`src/rtl/key_sequence_gap_filler_assert.svh`:
```
// Assertion macros used by the gap filler back end.
// Needs nothing else; included by ksgf_back, which checks its own logic.
`ifndef KEY_SEQUENCE_GAP_FILLER_ASSERT_SVH
`define KEY_SEQUENCE_GAP_FILLER_ASSERT_SVH

// Check a property on every rising edge outside reset.
`define KSGF_ASSERT(label, clk, rst, prop, msg) \
   label: assert property (@(posedge clk) disable iff (rst) prop) else $error(msg);

// Check that a condition never holds outside reset.
`define KSGF_ASSERT_NEVER(label, clk, rst, cond, msg) \
   label: assert property (@(posedge clk) disable iff (rst) !(cond)) else $error(msg);

`endif

```
`src/rtl/ksgf_pkg.sv`:
```
// Types and constants of the key sequence gap filler.
// Used by the front, the back end and the top level.
package ksgf_pkg;

   localparam int TAG_W     = 16;
   localparam int INC_W     = 16;
   localparam int CSR_IDX_W = 3;

   typedef logic [CSR_IDX_W-1:0] csr_idx_type;

   localparam csr_idx_type CSR_INCREMENT = 3'd0;
   localparam csr_idx_type CSR_MIN_VALUE = 3'd1;
   localparam csr_idx_type CSR_MIN_GIVEN = 3'd2;
   localparam csr_idx_type CSR_MAX_VALUE = 3'd3;
   localparam csr_idx_type CSR_MAX_GIVEN = 3'd4;

   typedef enum logic [1:0] {
      CMD_FIRST,
      CMD_TRACE,
      CMD_ERR,
      CMD_END
   } cmd_kind_type;

   typedef enum logic [1:0] {
      ST_OK    = 2'd0,
      ST_ORDER = 2'd1,
      ST_RUN   = 2'd2
   } status_type;

   typedef enum logic [1:0] {
      PH_WAIT,
      PH_SKIP,
      PH_RUN,
      PH_DONE
   } phase_type;

   typedef enum logic [2:0] {
      BK_IDLE,
      BK_FIRST,
      BK_ARRIVE,
      BK_CHECK,
      BK_WALK,
      BK_FAIL
   } bk_state_type;

   typedef struct packed {
      logic       is_pad;
      status_type status;
      logic       run_end;
   } rsp_meta_type;

endpackage

```
`src/rtl/key_sequence_gap_filler.sv`:
```
// Key sequence gap filler: a request is a trace (key, tag) or an end of
// stream; each response is a pad or a passed trace on a grid of keys that
// starts at the minimum and steps by the increment, or an error that halts the
// block until reset. The front end takes one request per cycle, unless the
// queue is full, into a two-entry queue; the back end walks a trace through
// idle, arrive, check and walk (the first also through first), an end of
// stream through idle, check and walk, with one walk step per pad. Responses
// leave through an output register; the queue keeps filling while one waits.
// Depends on ksgf_pkg, ksgf_front, ksgf_queue and ksgf_back.
module key_sequence_gap_filler #(
   parameter int MAX_RUN  = 64,
   parameter int KEY_BITS = 32,
   localparam int REQ_W   = ((KEY_BITS + ksgf_pkg::TAG_W + 7) / 8) * 8,
   localparam int RSP_W   = ((KEY_BITS + ksgf_pkg::TAG_W + 2 + 7) / 8) * 8,
   localparam int CSR_W   = (KEY_BITS > ksgf_pkg::INC_W) ? KEY_BITS : ksgf_pkg::INC_W
) (
   input  logic                            clock,
   input  logic                            reset,
   // request: tdata = key, trace_tag; tuser = req_type
   input  logic                            req_tvalid,
   output logic                            req_tready,
   input  logic [REQ_W-1:0]                req_tdata,
   input  logic                            req_tuser,
   // response: tdata = out_key, header_src, status; tuser = is_pad
   output logic                            rsp_tvalid,
   input  logic                            rsp_tready,
   output logic [RSP_W-1:0]                rsp_tdata,
   output logic                            rsp_tuser,
   output logic                            rsp_tlast,
   input  logic                            csr_we,
   input  logic [ksgf_pkg::CSR_IDX_W-1:0]  csr_index,
   input  logic [CSR_W-1:0]                csr_wdata
);
   import ksgf_pkg::*;

   localparam int QW = 2 + TAG_W + KEY_BITS;

   logic [INC_W-1:0]    increment_ff;
   logic [KEY_BITS-1:0] min_value_ff;
   logic                min_given_ff;
   logic [KEY_BITS-1:0] max_value_ff;
   logic                max_given_ff;

   logic                q_push;
   logic                q_full;
   logic                q_pop;
   logic                q_valid;
   cmd_kind_type        front_kind;
   logic [QW-1:0]       q_wdata;
   logic [QW-1:0]       q_rdata;
   logic [KEY_BITS-1:0] rsp_key;
   logic [TAG_W-1:0]    rsp_tag;
   rsp_meta_type        rsp_meta;

   always_ff @(posedge clock) begin
      if (reset) begin
         increment_ff <= INC_W'(1);
         min_value_ff <= '0;
         min_given_ff <= 1'b0;
         max_value_ff <= '0;
         max_given_ff <= 1'b0;
      end else if (csr_we) begin
         case (csr_index)
            CSR_INCREMENT: increment_ff <= csr_wdata[INC_W-1:0];
            CSR_MIN_VALUE: min_value_ff <= csr_wdata[KEY_BITS-1:0];
            CSR_MIN_GIVEN: min_given_ff <= csr_wdata[0];
            CSR_MAX_VALUE: max_value_ff <= csr_wdata[KEY_BITS-1:0];
            CSR_MAX_GIVEN: max_given_ff <= csr_wdata[0];
            default: begin
               increment_ff <= increment_ff;
            end
         endcase
      end
   end

   ksgf_front #(
      .KEY_BITS (KEY_BITS)
   ) u_front (
      .clock      (clock),
      .reset      (reset),
      .req_tvalid (req_tvalid),
      .req_tready (req_tready),
      .req_end    (req_tuser),
      .req_key    (req_tdata[KEY_BITS-1:0]),
      .q_full     (q_full),
      .q_push     (q_push),
      .q_kind     (front_kind)
   );

   assign q_wdata = {front_kind, req_tdata[KEY_BITS+TAG_W-1:KEY_BITS],
                     req_tdata[KEY_BITS-1:0]};

   ksgf_queue #(
      .WIDTH (QW)
   ) u_queue (
      .clock     (clock),
      .reset     (reset),
      .push      (q_push),
      .push_data (q_wdata),
      .full      (q_full),
      .pop       (q_pop),
      .valid     (q_valid),
      .pop_data  (q_rdata)
   );

   ksgf_back #(
      .MAX_RUN  (MAX_RUN),
      .KEY_BITS (KEY_BITS)
   ) u_back (
      .clock      (clock),
      .reset      (reset),
      .increment  (increment_ff),
      .min_value  (min_value_ff),
      .min_given  (min_given_ff),
      .max_value  (max_value_ff),
      .max_given  (max_given_ff),
      .cmd_valid  (q_valid),
      .cmd_kind   (cmd_kind_type'(q_rdata[QW-1:QW-2])),
      .cmd_key    (q_rdata[KEY_BITS-1:0]),
      .cmd_tag    (q_rdata[KEY_BITS+TAG_W-1:KEY_BITS]),
      .cmd_pop    (q_pop),
      .rsp_tvalid (rsp_tvalid),
      .rsp_tready (rsp_tready),
      .rsp_key    (rsp_key),
      .rsp_tag    (rsp_tag),
      .rsp_meta   (rsp_meta)
   );

   assign rsp_tdata = RSP_W'({rsp_meta.status, rsp_tag, rsp_key});
   assign rsp_tuser = rsp_meta.is_pad;
   assign rsp_tlast = rsp_meta.run_end;

endmodule

```
`src/rtl/ksgf_front.sv`:
```
// Front end: accepts requests and classifies them (first trace, trace,
// order error, end of stream). Depends on ksgf_pkg.
module ksgf_front #(
   parameter int KEY_BITS = 32
) (
   input  logic                   clock,
   input  logic                   reset,
   input  logic                   req_tvalid,
   output logic                   req_tready,
   input  logic                   req_end,
   input  logic [KEY_BITS-1:0]    req_key,
   input  logic                   q_full,
   output logic                   q_push,
   output ksgf_pkg::cmd_kind_type q_kind
);
   import ksgf_pkg::*;

   logic                seen_ff, seen_in;
   logic [KEY_BITS-1:0] prev_key_ff, prev_key_in;

   assign req_tready = !q_full;
   assign q_push     = req_tvalid && !q_full;

   always_comb begin
      if (req_end) begin
         q_kind = CMD_END;
      end else if (!seen_ff) begin
         q_kind = CMD_FIRST;
      end else if ($signed(req_key) <= $signed(prev_key_ff)) begin
         q_kind = CMD_ERR;
      end else begin
         q_kind = CMD_TRACE;
      end
   end

   always_comb begin
      seen_in     = seen_ff | q_push;
      prev_key_in = prev_key_ff;
      if (q_push && !req_end && q_kind != CMD_ERR) begin
         prev_key_in = req_key;
      end
   end

   always_ff @(posedge clock) begin
      if (reset) begin
         seen_ff     <= 1'b0;
         prev_key_ff <= '0;
      end else begin
         seen_ff     <= seen_in;
         prev_key_ff <= prev_key_in;
      end
   end

endmodule

```
`src/rtl/ksgf_queue.sv`:
```
// Two-entry request queue between the front end and the back end.
// Depends on nothing but its width parameter.
module ksgf_queue #(
   parameter int WIDTH = 8
) (
   input  logic             clock,
   input  logic             reset,
   input  logic             push,
   input  logic [WIDTH-1:0] push_data,
   output logic             full,
   input  logic             pop,
   output logic             valid,
   output logic [WIDTH-1:0] pop_data
);

   logic [WIDTH-1:0] mem_ff [2];
   logic             wr_ptr_ff, wr_ptr_in;
   logic             rd_ptr_ff, rd_ptr_in;
   logic [1:0]       count_ff, count_in;
   logic             do_pop;

   assign full     = (count_ff == 2'd2);
   assign valid    = (count_ff != 2'd0);
   assign pop_data = mem_ff[rd_ptr_ff];
   assign do_pop   = pop && valid;

   always_comb begin
      wr_ptr_in = wr_ptr_ff ^ push;
      rd_ptr_in = rd_ptr_ff ^ do_pop;
      count_in  = count_ff + {1'b0, push} - {1'b0, do_pop};
   end

   always_ff @(posedge clock) begin
      if (push) begin
         mem_ff[wr_ptr_ff] <= push_data;
      end
   end

   always_ff @(posedge clock) begin
      if (reset) begin
         wr_ptr_ff <= 1'b0;
         rd_ptr_ff <= 1'b0;
         count_ff  <= 2'd0;
      end else begin
         wr_ptr_ff <= wr_ptr_in;
         rd_ptr_ff <= rd_ptr_in;
         count_ff  <= count_in;
      end
   end

endmodule

```
`src/rtl/ksgf_back.sv`:
```
// Back end: walks the key grid, emits pads and traces into the response
// register, detects long runs and order errors, and halts on either. Depends on ksgf_pkg.
`include "key_sequence_gap_filler_assert.svh"

module ksgf_back #(
   parameter int MAX_RUN  = 64,
   parameter int KEY_BITS = 32
) (
   input  logic                        clock,
   input  logic                        reset,
   input  logic [ksgf_pkg::INC_W-1:0]  increment,
   input  logic [KEY_BITS-1:0]         min_value,
   input  logic                        min_given,
   input  logic [KEY_BITS-1:0]         max_value,
   input  logic                        max_given,
   input  logic                        cmd_valid,
   input  ksgf_pkg::cmd_kind_type      cmd_kind,
   input  logic [KEY_BITS-1:0]         cmd_key,
   input  logic [ksgf_pkg::TAG_W-1:0]  cmd_tag,
   output logic                        cmd_pop,
   output logic                        rsp_tvalid,
   input  logic                        rsp_tready,
   output logic [KEY_BITS-1:0]         rsp_key,
   output logic [ksgf_pkg::TAG_W-1:0]  rsp_tag,
   output ksgf_pkg::rsp_meta_type      rsp_meta
);
   import ksgf_pkg::*;

   localparam int NW = ((KEY_BITS > INC_W) ? KEY_BITS : INC_W) + 2;
   localparam int TW = INC_W + $clog2(MAX_RUN + 1);
   localparam int CW = ((NW > TW) ? NW : TW) + 1;
   localparam logic signed [NW-1:0] KEY_INF =
      {{(NW-KEY_BITS-1){1'b0}}, 1'b1, {KEY_BITS{1'b0}}};

   bk_state_type             state_ff, state_in;
   phase_type                phase_ff, phase_in;
   logic                     halted_ff, halted_in;
   logic signed [NW-1:0]     ne_ff, ne_in;
   logic signed [NW-1:0]     ne2_ff, ne2_in;
   logic signed [NW-1:0]     lim_ff, lim_in;
   logic [TAG_W-1:0]         tag_ff, tag_in;
   logic [TAG_W-1:0]         last_tag_ff, last_tag_in;
   logic                     pad_mode_ff, pad_mode_in;
   status_type               fail_st_ff, fail_st_in;
   logic [TW-1:0]            thr_full_ff, thr_full_in;
   logic [TW-1:0]            thr_arr_ff, thr_arr_in;

   logic                     rsp_valid_ff, rsp_valid_in;
   logic [KEY_BITS-1:0]      rsp_key_ff, rsp_key_in;
   logic [TAG_W-1:0]         rsp_tag_ff, rsp_tag_in;
   rsp_meta_type             rsp_meta_ff, rsp_meta_in;

   logic [INC_W-1:0]         inc_eff;
   logic signed [NW-1:0]     inc_w;
   logic signed [NW-1:0]     maxv_w;
   logic signed [NW-1:0]     minv_w;
   logic signed [NW-1:0]     key_w;
   logic signed [NW-1:0]     sum_a;
   logic signed [NW-1:0]     sum_w;
   logic signed [NW-1:0]     sat_w;
   logic signed [CW-1:0]     lim_c;
   logic signed [CW-1:0]     ne_c;
   logic signed [CW-1:0]     diff_w;
   logic signed [CW-1:0]     thr_full_c;
   logic signed [CW-1:0]     thr_arr_c;
   logic                     ne_le_lim;
   logic                     ne_lt_lim;
   logic                     run_fail;
   logic                     walk_last;
   logic                     drop_item;
   logic                     out_free;
   logic                     load;

   assign inc_eff    = (increment == '0) ? INC_W'(1) : increment;
   assign inc_w      = {{(NW-INC_W){1'b0}}, inc_eff};
   assign maxv_w     = max_given ? {{(NW-KEY_BITS){max_value[KEY_BITS-1]}}, max_value}
                                 : KEY_INF;
   assign minv_w     = min_given ? {{(NW-KEY_BITS){min_value[KEY_BITS-1]}}, min_value}
                                 : lim_ff;
   assign key_w      = {{(NW-KEY_BITS){cmd_key[KEY_BITS-1]}}, cmd_key};
   assign sum_a      = (state_ff == BK_CHECK) ? ne_ff : ne2_ff;
   assign sum_w      = sum_a + inc_w;
   assign sat_w      = (sum_w > KEY_INF) ? KEY_INF : sum_w;
   assign lim_c      = {{(CW-NW){lim_ff[NW-1]}}, lim_ff};
   assign ne_c       = {{(CW-NW){ne_ff[NW-1]}}, ne_ff};
   assign diff_w     = lim_c - ne_c;
   assign thr_full_c = {{(CW-TW){1'b0}}, thr_full_ff};
   assign thr_arr_c  = {{(CW-TW){1'b0}}, thr_arr_ff};
   assign ne_le_lim  = (ne_ff <= lim_ff);
   assign ne_lt_lim  = (ne_ff < lim_ff);
   assign run_fail   = pad_mode_ff ? (ne_le_lim && diff_w >= thr_full_c)
                                   : (ne_lt_lim && diff_w > thr_arr_c);
   assign walk_last  = pad_mode_ff ? (ne2_ff > lim_ff) : !ne_lt_lim;
   assign drop_item  = halted_ff || (phase_ff == PH_DONE);
   assign out_free   = !rsp_valid_ff || rsp_tready;

   assign thr_full_in = TW'(inc_eff) * TW'(MAX_RUN);
   assign thr_arr_in  = TW'(inc_eff) * TW'(MAX_RUN - 1);

   always_comb begin
      state_in = state_ff;
      case (state_ff)
         BK_IDLE: begin
            if (cmd_valid && !drop_item) begin
               case (cmd_kind)
                  CMD_ERR:   state_in = BK_FAIL;
                  CMD_END:   state_in = (phase_ff == PH_WAIT) ? BK_IDLE : BK_CHECK;
                  CMD_FIRST: state_in = BK_FIRST;
                  CMD_TRACE: state_in = BK_ARRIVE;
                  default:   state_in = BK_IDLE;
               endcase
            end
         end
         BK_FIRST: begin
            state_in = (minv_w > maxv_w) ? BK_IDLE : BK_ARRIVE;
         end
         BK_ARRIVE: begin
            state_in = (phase_ff == PH_SKIP && lim_ff < ne_ff) ? BK_IDLE : BK_CHECK;
         end
         BK_CHECK: begin
            if (run_fail) begin
               state_in = BK_FAIL;
            end else if (pad_mode_ff && !ne_le_lim) begin
               state_in = BK_IDLE;
            end else begin
               state_in = BK_WALK;
            end
         end
         BK_WALK: begin
            if (out_free && walk_last) begin
               state_in = BK_IDLE;
            end
         end
         BK_FAIL: begin
            if (out_free) begin
               state_in = BK_IDLE;
            end
         end
         default: state_in = BK_IDLE;
      endcase
   end

   always_comb begin
      phase_in    = phase_ff;
      halted_in   = halted_ff;
      ne_in       = ne_ff;
      ne2_in      = ne2_ff;
      lim_in      = lim_ff;
      tag_in      = tag_ff;
      last_tag_in = last_tag_ff;
      pad_mode_in = pad_mode_ff;
      fail_st_in  = fail_st_ff;
      cmd_pop     = 1'b0;
      load        = 1'b0;
      rsp_key_in  = rsp_key_ff;
      rsp_tag_in  = rsp_tag_ff;
      rsp_meta_in = rsp_meta_ff;
      case (state_ff)
         BK_IDLE: begin
            cmd_pop = cmd_valid;
            if (cmd_valid && !drop_item) begin
               case (cmd_kind)
                  CMD_ERR: begin
                     fail_st_in = ST_ORDER;
                  end
                  CMD_END: begin
                     if (phase_ff == PH_WAIT) begin
                        phase_in = PH_DONE;
                     end else begin
                        if (max_given) begin
                           lim_in = maxv_w;
                        end else if (phase_ff == PH_SKIP) begin
                           lim_in = ne_ff;
                        end else begin
                           lim_in = ne_ff - NW'(1);
                        end
                        pad_mode_in = 1'b1;
                        tag_in      = last_tag_ff;
                     end
                  end
                  default: begin
                     lim_in      = key_w;
                     tag_in      = cmd_tag;
                     last_tag_in = cmd_tag;
                     pad_mode_in = 1'b0;
                  end
               endcase
            end
         end
         BK_FIRST: begin
            if (minv_w > maxv_w) begin
               phase_in = PH_DONE;
            end else begin
               ne_in    = minv_w;
               phase_in = PH_SKIP;
            end
         end
         BK_ARRIVE: begin
            if (!(phase_ff == PH_SKIP && lim_ff < ne_ff)) begin
               phase_in = PH_RUN;
               if (lim_ff > maxv_w) begin
                  lim_in      = maxv_w;
                  pad_mode_in = 1'b1;
               end
            end
         end
         BK_CHECK: begin
            ne2_in = sat_w;
            if (run_fail) begin
               fail_st_in = ST_RUN;
            end else if (pad_mode_ff && !ne_le_lim) begin
               phase_in = PH_DONE;
            end
         end
         BK_WALK: begin
            if (out_free) begin
               load                = 1'b1;
               rsp_meta_in.is_pad  = pad_mode_ff || ne_lt_lim;
               rsp_meta_in.status  = ST_OK;
               rsp_meta_in.run_end = walk_last;
               rsp_key_in          = (pad_mode_ff || ne_lt_lim) ? ne_ff[KEY_BITS-1:0]
                                                                : lim_ff[KEY_BITS-1:0];
               rsp_tag_in          = tag_ff;
               ne_in               = ne2_ff;
               ne2_in              = sat_w;
               if (walk_last && pad_mode_ff) begin
                  phase_in = PH_DONE;
               end
            end
         end
         BK_FAIL: begin
            if (out_free) begin
               load                = 1'b1;
               rsp_meta_in.is_pad  = 1'b0;
               rsp_meta_in.status  = fail_st_ff;
               rsp_meta_in.run_end = 1'b1;
               rsp_key_in          = '0;
               rsp_tag_in          = '0;
               halted_in           = 1'b1;
            end
         end
         default: begin
            cmd_pop = 1'b0;
         end
      endcase
   end

   always_comb begin
      if (load) begin
         rsp_valid_in = 1'b1;
      end else if (rsp_tready) begin
         rsp_valid_in = 1'b0;
      end else begin
         rsp_valid_in = rsp_valid_ff;
      end
   end

   always_ff @(posedge clock) begin
      if (reset) begin
         state_ff     <= BK_IDLE;
         phase_ff     <= PH_WAIT;
         halted_ff    <= 1'b0;
         ne_ff        <= '0;
         ne2_ff       <= '0;
         last_tag_ff  <= '0;
         rsp_valid_ff <= 1'b0;
      end else begin
         state_ff     <= state_in;
         phase_ff     <= phase_in;
         halted_ff    <= halted_in;
         ne_ff        <= ne_in;
         ne2_ff       <= ne2_in;
         last_tag_ff  <= last_tag_in;
         rsp_valid_ff <= rsp_valid_in;
      end
   end

   always_ff @(posedge clock) begin
      lim_ff      <= lim_in;
      tag_ff      <= tag_in;
      pad_mode_ff <= pad_mode_in;
      fail_st_ff  <= fail_st_in;
      thr_full_ff <= thr_full_in;
      thr_arr_ff  <= thr_arr_in;
      rsp_key_ff  <= rsp_key_in;
      rsp_tag_ff  <= rsp_tag_in;
      rsp_meta_ff <= rsp_meta_in;
   end

   assign rsp_tvalid = rsp_valid_ff;
   assign rsp_key    = rsp_key_ff;
   assign rsp_tag    = rsp_tag_ff;
   assign rsp_meta   = rsp_meta_ff;

   `KSGF_ASSERT_NEVER(a_halt_silent, clock, reset, halted_ff && load, "result after halt")
   `KSGF_ASSERT(a_done_sticky, clock, reset, (phase_ff == PH_DONE) |=> (phase_ff == PH_DONE), "finished stream restarted")
   `KSGF_ASSERT(a_err_halts, clock, reset, (rsp_valid_ff && rsp_meta_ff.status != ST_OK) |-> halted_ff, "error result without halt")
   `KSGF_ASSERT(a_grid_forward, clock, reset, (state_ff == BK_WALK && load) |=> (ne_ff >= $past(ne_ff)), "grid moved backward")

endmodule
```
`config.mk`:
```
export PLATFORM = sky130hd
export DESIGN_NAME = key_sequence_gap_filler
export DESIGN_NICKNAME = d
export VERILOG_FILES = /design/src/rtl/ksgf_pkg.sv /design/src/rtl/key_sequence_gap_filler.sv /design/src/rtl/ksgf_front.sv /design/src/rtl/ksgf_queue.sv /design/src/rtl/ksgf_back.sv
export VERILOG_INCLUDE_DIRS = /design/src /design/src/rtl
export SDC_FILE = /design/constraint.sdc
export NUM_CORES = 1
export LEC_CHECK = 0
export BUFFER_PORTS_ARGS = -buffer_cell sky130_fd_sc_hd__buf_2
export CORE_AREA = 4 4 223 225
export CTS_CLUSTER_DIAMETER = 50
export DETAILED_ROUTE_END_ITERATION = 12
export DIE_AREA = 0 0 227 229
export PLACE_DENSITY_LB_ADDON = 0.1
export SYNTH_ARGS = -nofsm -noshare
export SYNTH_HDL_FRONTEND = slang
export SYNTH_SLANG_ARGS = --single-unit
```
`constraint.sdc`:
```
create_clock -name clock -period 9.8 [get_ports clock]
set_input_delay 0.49 -clock clock [delete_from_list [all_inputs] [get_ports clock]]
set_output_delay 0.49 -clock clock [all_outputs]
set_load 0.01 [all_outputs]
```
==> metrics <==
Least-Margin Pin Slew=1.10 ns; Area Growth Syn to Fin=11.0%; RSZ-0062 raised after global routing=false; CTS tree=done; CTS Buf Count=56; row cnt=80; normalized max-slew margin=0.258; worst hold-check path type=in -> reg; clock skew=0.0338 ns; worst path cell trace=inv_1 -> ha_1 -> and4_1 -> nand4_1 -> or3_1 -> nand2_1 -> inv_1 -> fa_1 -> fa_1 -> fa_1 -> ha_1 -> a21o_1 -> a21oi_1 -> o21bai_1 -> a21oi_1 -> o21ai_0 -> a41oi_1 -> a2111oi_0 -> o21a_1 -> o21a_1 -> o41a_1 -> xnor2_1; area leader, netlist=edfxtp_1; CTS clk-pin slew, worst paths=~0.06 ns; Syn Area/Cell=9.16 um2; CP startpoint kind=flip-flop; H-tree Lvls=2; grt ovf=0; GRT Overall Usage=0.338; clk sink count=about 450; CP required=~10 ns; vias in the first global route=around 23000; final worst slack=3.70 ns; Die ar.=around 0.052 mm2; highest-delay cell along the critical path=fa_1; DP HPWL=slightly below 70000 um; FF+latch count, synth=about 450; CP arrival=6.59 ns; VDD IR max=between 0.15 and 0.2 mV; Setup-failing EPs final=0; Pleak=between 10 and 15 nW; top_reg_cell synth=dfxtp_1; first-pass GRT wire length=~140000 um; critical path fanouts, max=12; max-slew violations=0; Clock Latency Late Sink=between 0.6 and 0.7 ns; count leader, synth=nand2_1; Initial Utilization=0.596; chip width=between 200 and 250 um; setup TNS=0 ns; DRT iter0 DRCs=between 2000 and 2500; routed via count=23900; WS Path Type=reg -> reg; share of post-route cells with drive strength above 1=0.105; Post-synth top cells=nand2_1, ha_1, a21oi_1; ys async rst share=0; largest net degree at the start of global routing=between 80 and 90; largest cells by area after synthesis=edfxtp_1, dfxtp_1, ha_1; Worst path max stage delay=roughly 0.57 ns; Die Span Y=between 200 and 250 um; Synthesis Warnings=0; Final Net Count=between 3000 and 4000; top-area cell type share of the netlist area=0.217; Max Fclk=approximately 160 MHz; # resized after CTS=0; final critical-path required period=slightly above 6 ns; status=completed; Placer Congestion=between 0.9 and 1; Synth Instances=roughly 3100; DR WL/cell=roughly 23 um; maxcap violations=0; First-pass DRT Iterations=5; number of vias per cell=6.22; final core utilization=0.662; CP most frequent cell=fa_1; antenna viol nets, final=0; Final Hold Viols=0; I/O Pins=about 150; CTS Buffer Depth=3; Root Buffer=clkbuf_16; Seq/Total Area, Yosys=0.392; antenna violations before repair=3; DRC Markers=0; pre-CTS WS=~3.8 ns; power per cell area=330 mW/mm2; core area=~0.048 mm2; hold buffers post-CTS=0; drt total wl=89700 um; Post-Syn Area=roughly 0.028 mm2; Post-CTS Setup Repair Bufs=0; crit share post-route=0.623; Unique masters post-synth=80; Post-synth EDFFs=between 200 and 250; # port buffers=approximately 140; CP Capture Type=flip-flop
-- stage by stage --
stage	area, um2	instances	total power, mW	hold WS (ns)
detailed placement	29500	3743	8.11	0.445
finish	31500	3849	10.4	0.0477
CTS	31500	3848	10.3	0.0142
floorplan	28400	3102	6.37	0.432
global placement	29500	3743	8.02	0.442
global route	31500	3848	11.0	0.0251
-- sequential cells by signal (all words and copies together) (netlist names), 3 cells and up --
register,flops
increment_ff,16
max_value_ff,32
min_value_ff,32
u_back.last_tag_ff,16
u_back.lim_ff,34
u_back.ne2_ff,34
u_back.ne_ff,34
u_back.rsp_key,32
u_back.rsp_meta,4
u_back.rsp_tag,16
u_back.state_ff,3
u_back.tag_ff,16
u_back.thr_arr_ff,21
u_back.thr_full_ff,16
u_front.prev_key_ff,32
u_queue.mem_ff,100
-- final timing paths --
kind / start / end / slack [ns] / depth (start not counted)
max: increment_ff[14] / u_back.thr_arr_ff[21] / 3.70 / 22
min: req_tdata[32] / u_queue.mem_ff[0][32] / 0.05 / 1
max reg2reg: increment_ff[14] / u_back.thr_arr_ff[21] / 3.70 / 22
min reg2reg: max_value_ff[0] / max_value_ff[0] / 0.45 / 2
-- cell type report --
| cell class | instances | area (um2) |
|---|---|---|
| diodes | 1 | 2.50 |
| clock buffers | 77 | 1560 |
| clock inverters | 28 | 352 |
| fillers | 3924 | 16100 |
| inverters | 239 | 897 |
| multi-input cells | 2262 | 15800 |
| flip-flops and latches | 452 | 11100 |
| well taps | 615 | 769 |
| repair buffers | 175 | 965 |
-- where the power goes --
| part | switching [mW] | internal [mW] | leakage (nW) |
|---|---|---|---|
| combinational | 3.39 | 2.01 | 7.76 |
| clock | 0.881 | 1.23 | 0.934 |
| sequential | 0.394 | 2.49 | 3.92 |
-- layer usage --
metal | wire length, um | vias to the layer above | part of all wire | GRT usage
li1 | - | 11200 | - | -
met3 | 8340 | 160 | 0.093 | 0.0624
met1 | 38500 | 11500 | 0.43 | 0.485
met5 | 27 | - | 0.00030 | 0
met2 | 39800 | 1122 | 0.44 | 0.519
met4 | 2960 | 4 | 0.033 | 0.108
-- layout by cell type (no fill, tap or decap), drive strengths merged, types with 7 or more instances in the layout --
master	netlist	routed
buf	31	175
o21ai	131	131
inv	239	253
o21bai	8	8
or2	9	9
a21o	67	67
nand2b	17	17
nand2	437	437
nor2	204	204
dfxtp	247	247
nand4	58	58
o22ai	25	25
xor2	35	35
ha	265	265
nand3	41	41
mux2i	129	129
clkbuf	118	77
o31ai	13	13
mux2	38	38
or3	9	9
edfxtp	205	205
and4	8	8
xnor2	73	73
and2	27	27
a21oi	259	259
o41ai	7	7
a221oi	8	8
a211oi	39	39
fa	43	43
a31oi	19	19
nor4	22	22
o21a	32	32
and3	14	14
nor3	44	44
o211ai	15	15
clkinv	0	10
a22o	44	44
nor2b	34	34
-- cell families (layout without fill, tap and decap cells) --
logic type      after synthesis  in the layout  share of synthesized area
compound gates              723            723                      0.161
xor+xnor                    108            108                     0.0334
mux                         167            167                     0.0606
simple gates                950            950                      0.152
flops                       452            452                      0.392
other cells                   1              7                   0.000132
buf+inv                     388            519                     0.0537
fa+ha+maj                   308            308                      0.147
-- worst max-delay path, delay by kind of cell (launching register included) --
| kind | cells | cell delay [ns] |
|---|---|---|
| AOI/OAI and AO/OA | 10 | 2.21 |
| adders and majority gates | 5 | 2.02 |
| and+or+nand+nor | 4 | 1.05 |
| DFF | 1 | 0.35 |
| buffers and inverters | 2 | 0.20 |
| xor gates and xnor gates | 1 | 0.14 |
(Power assumes the default switching activity.)
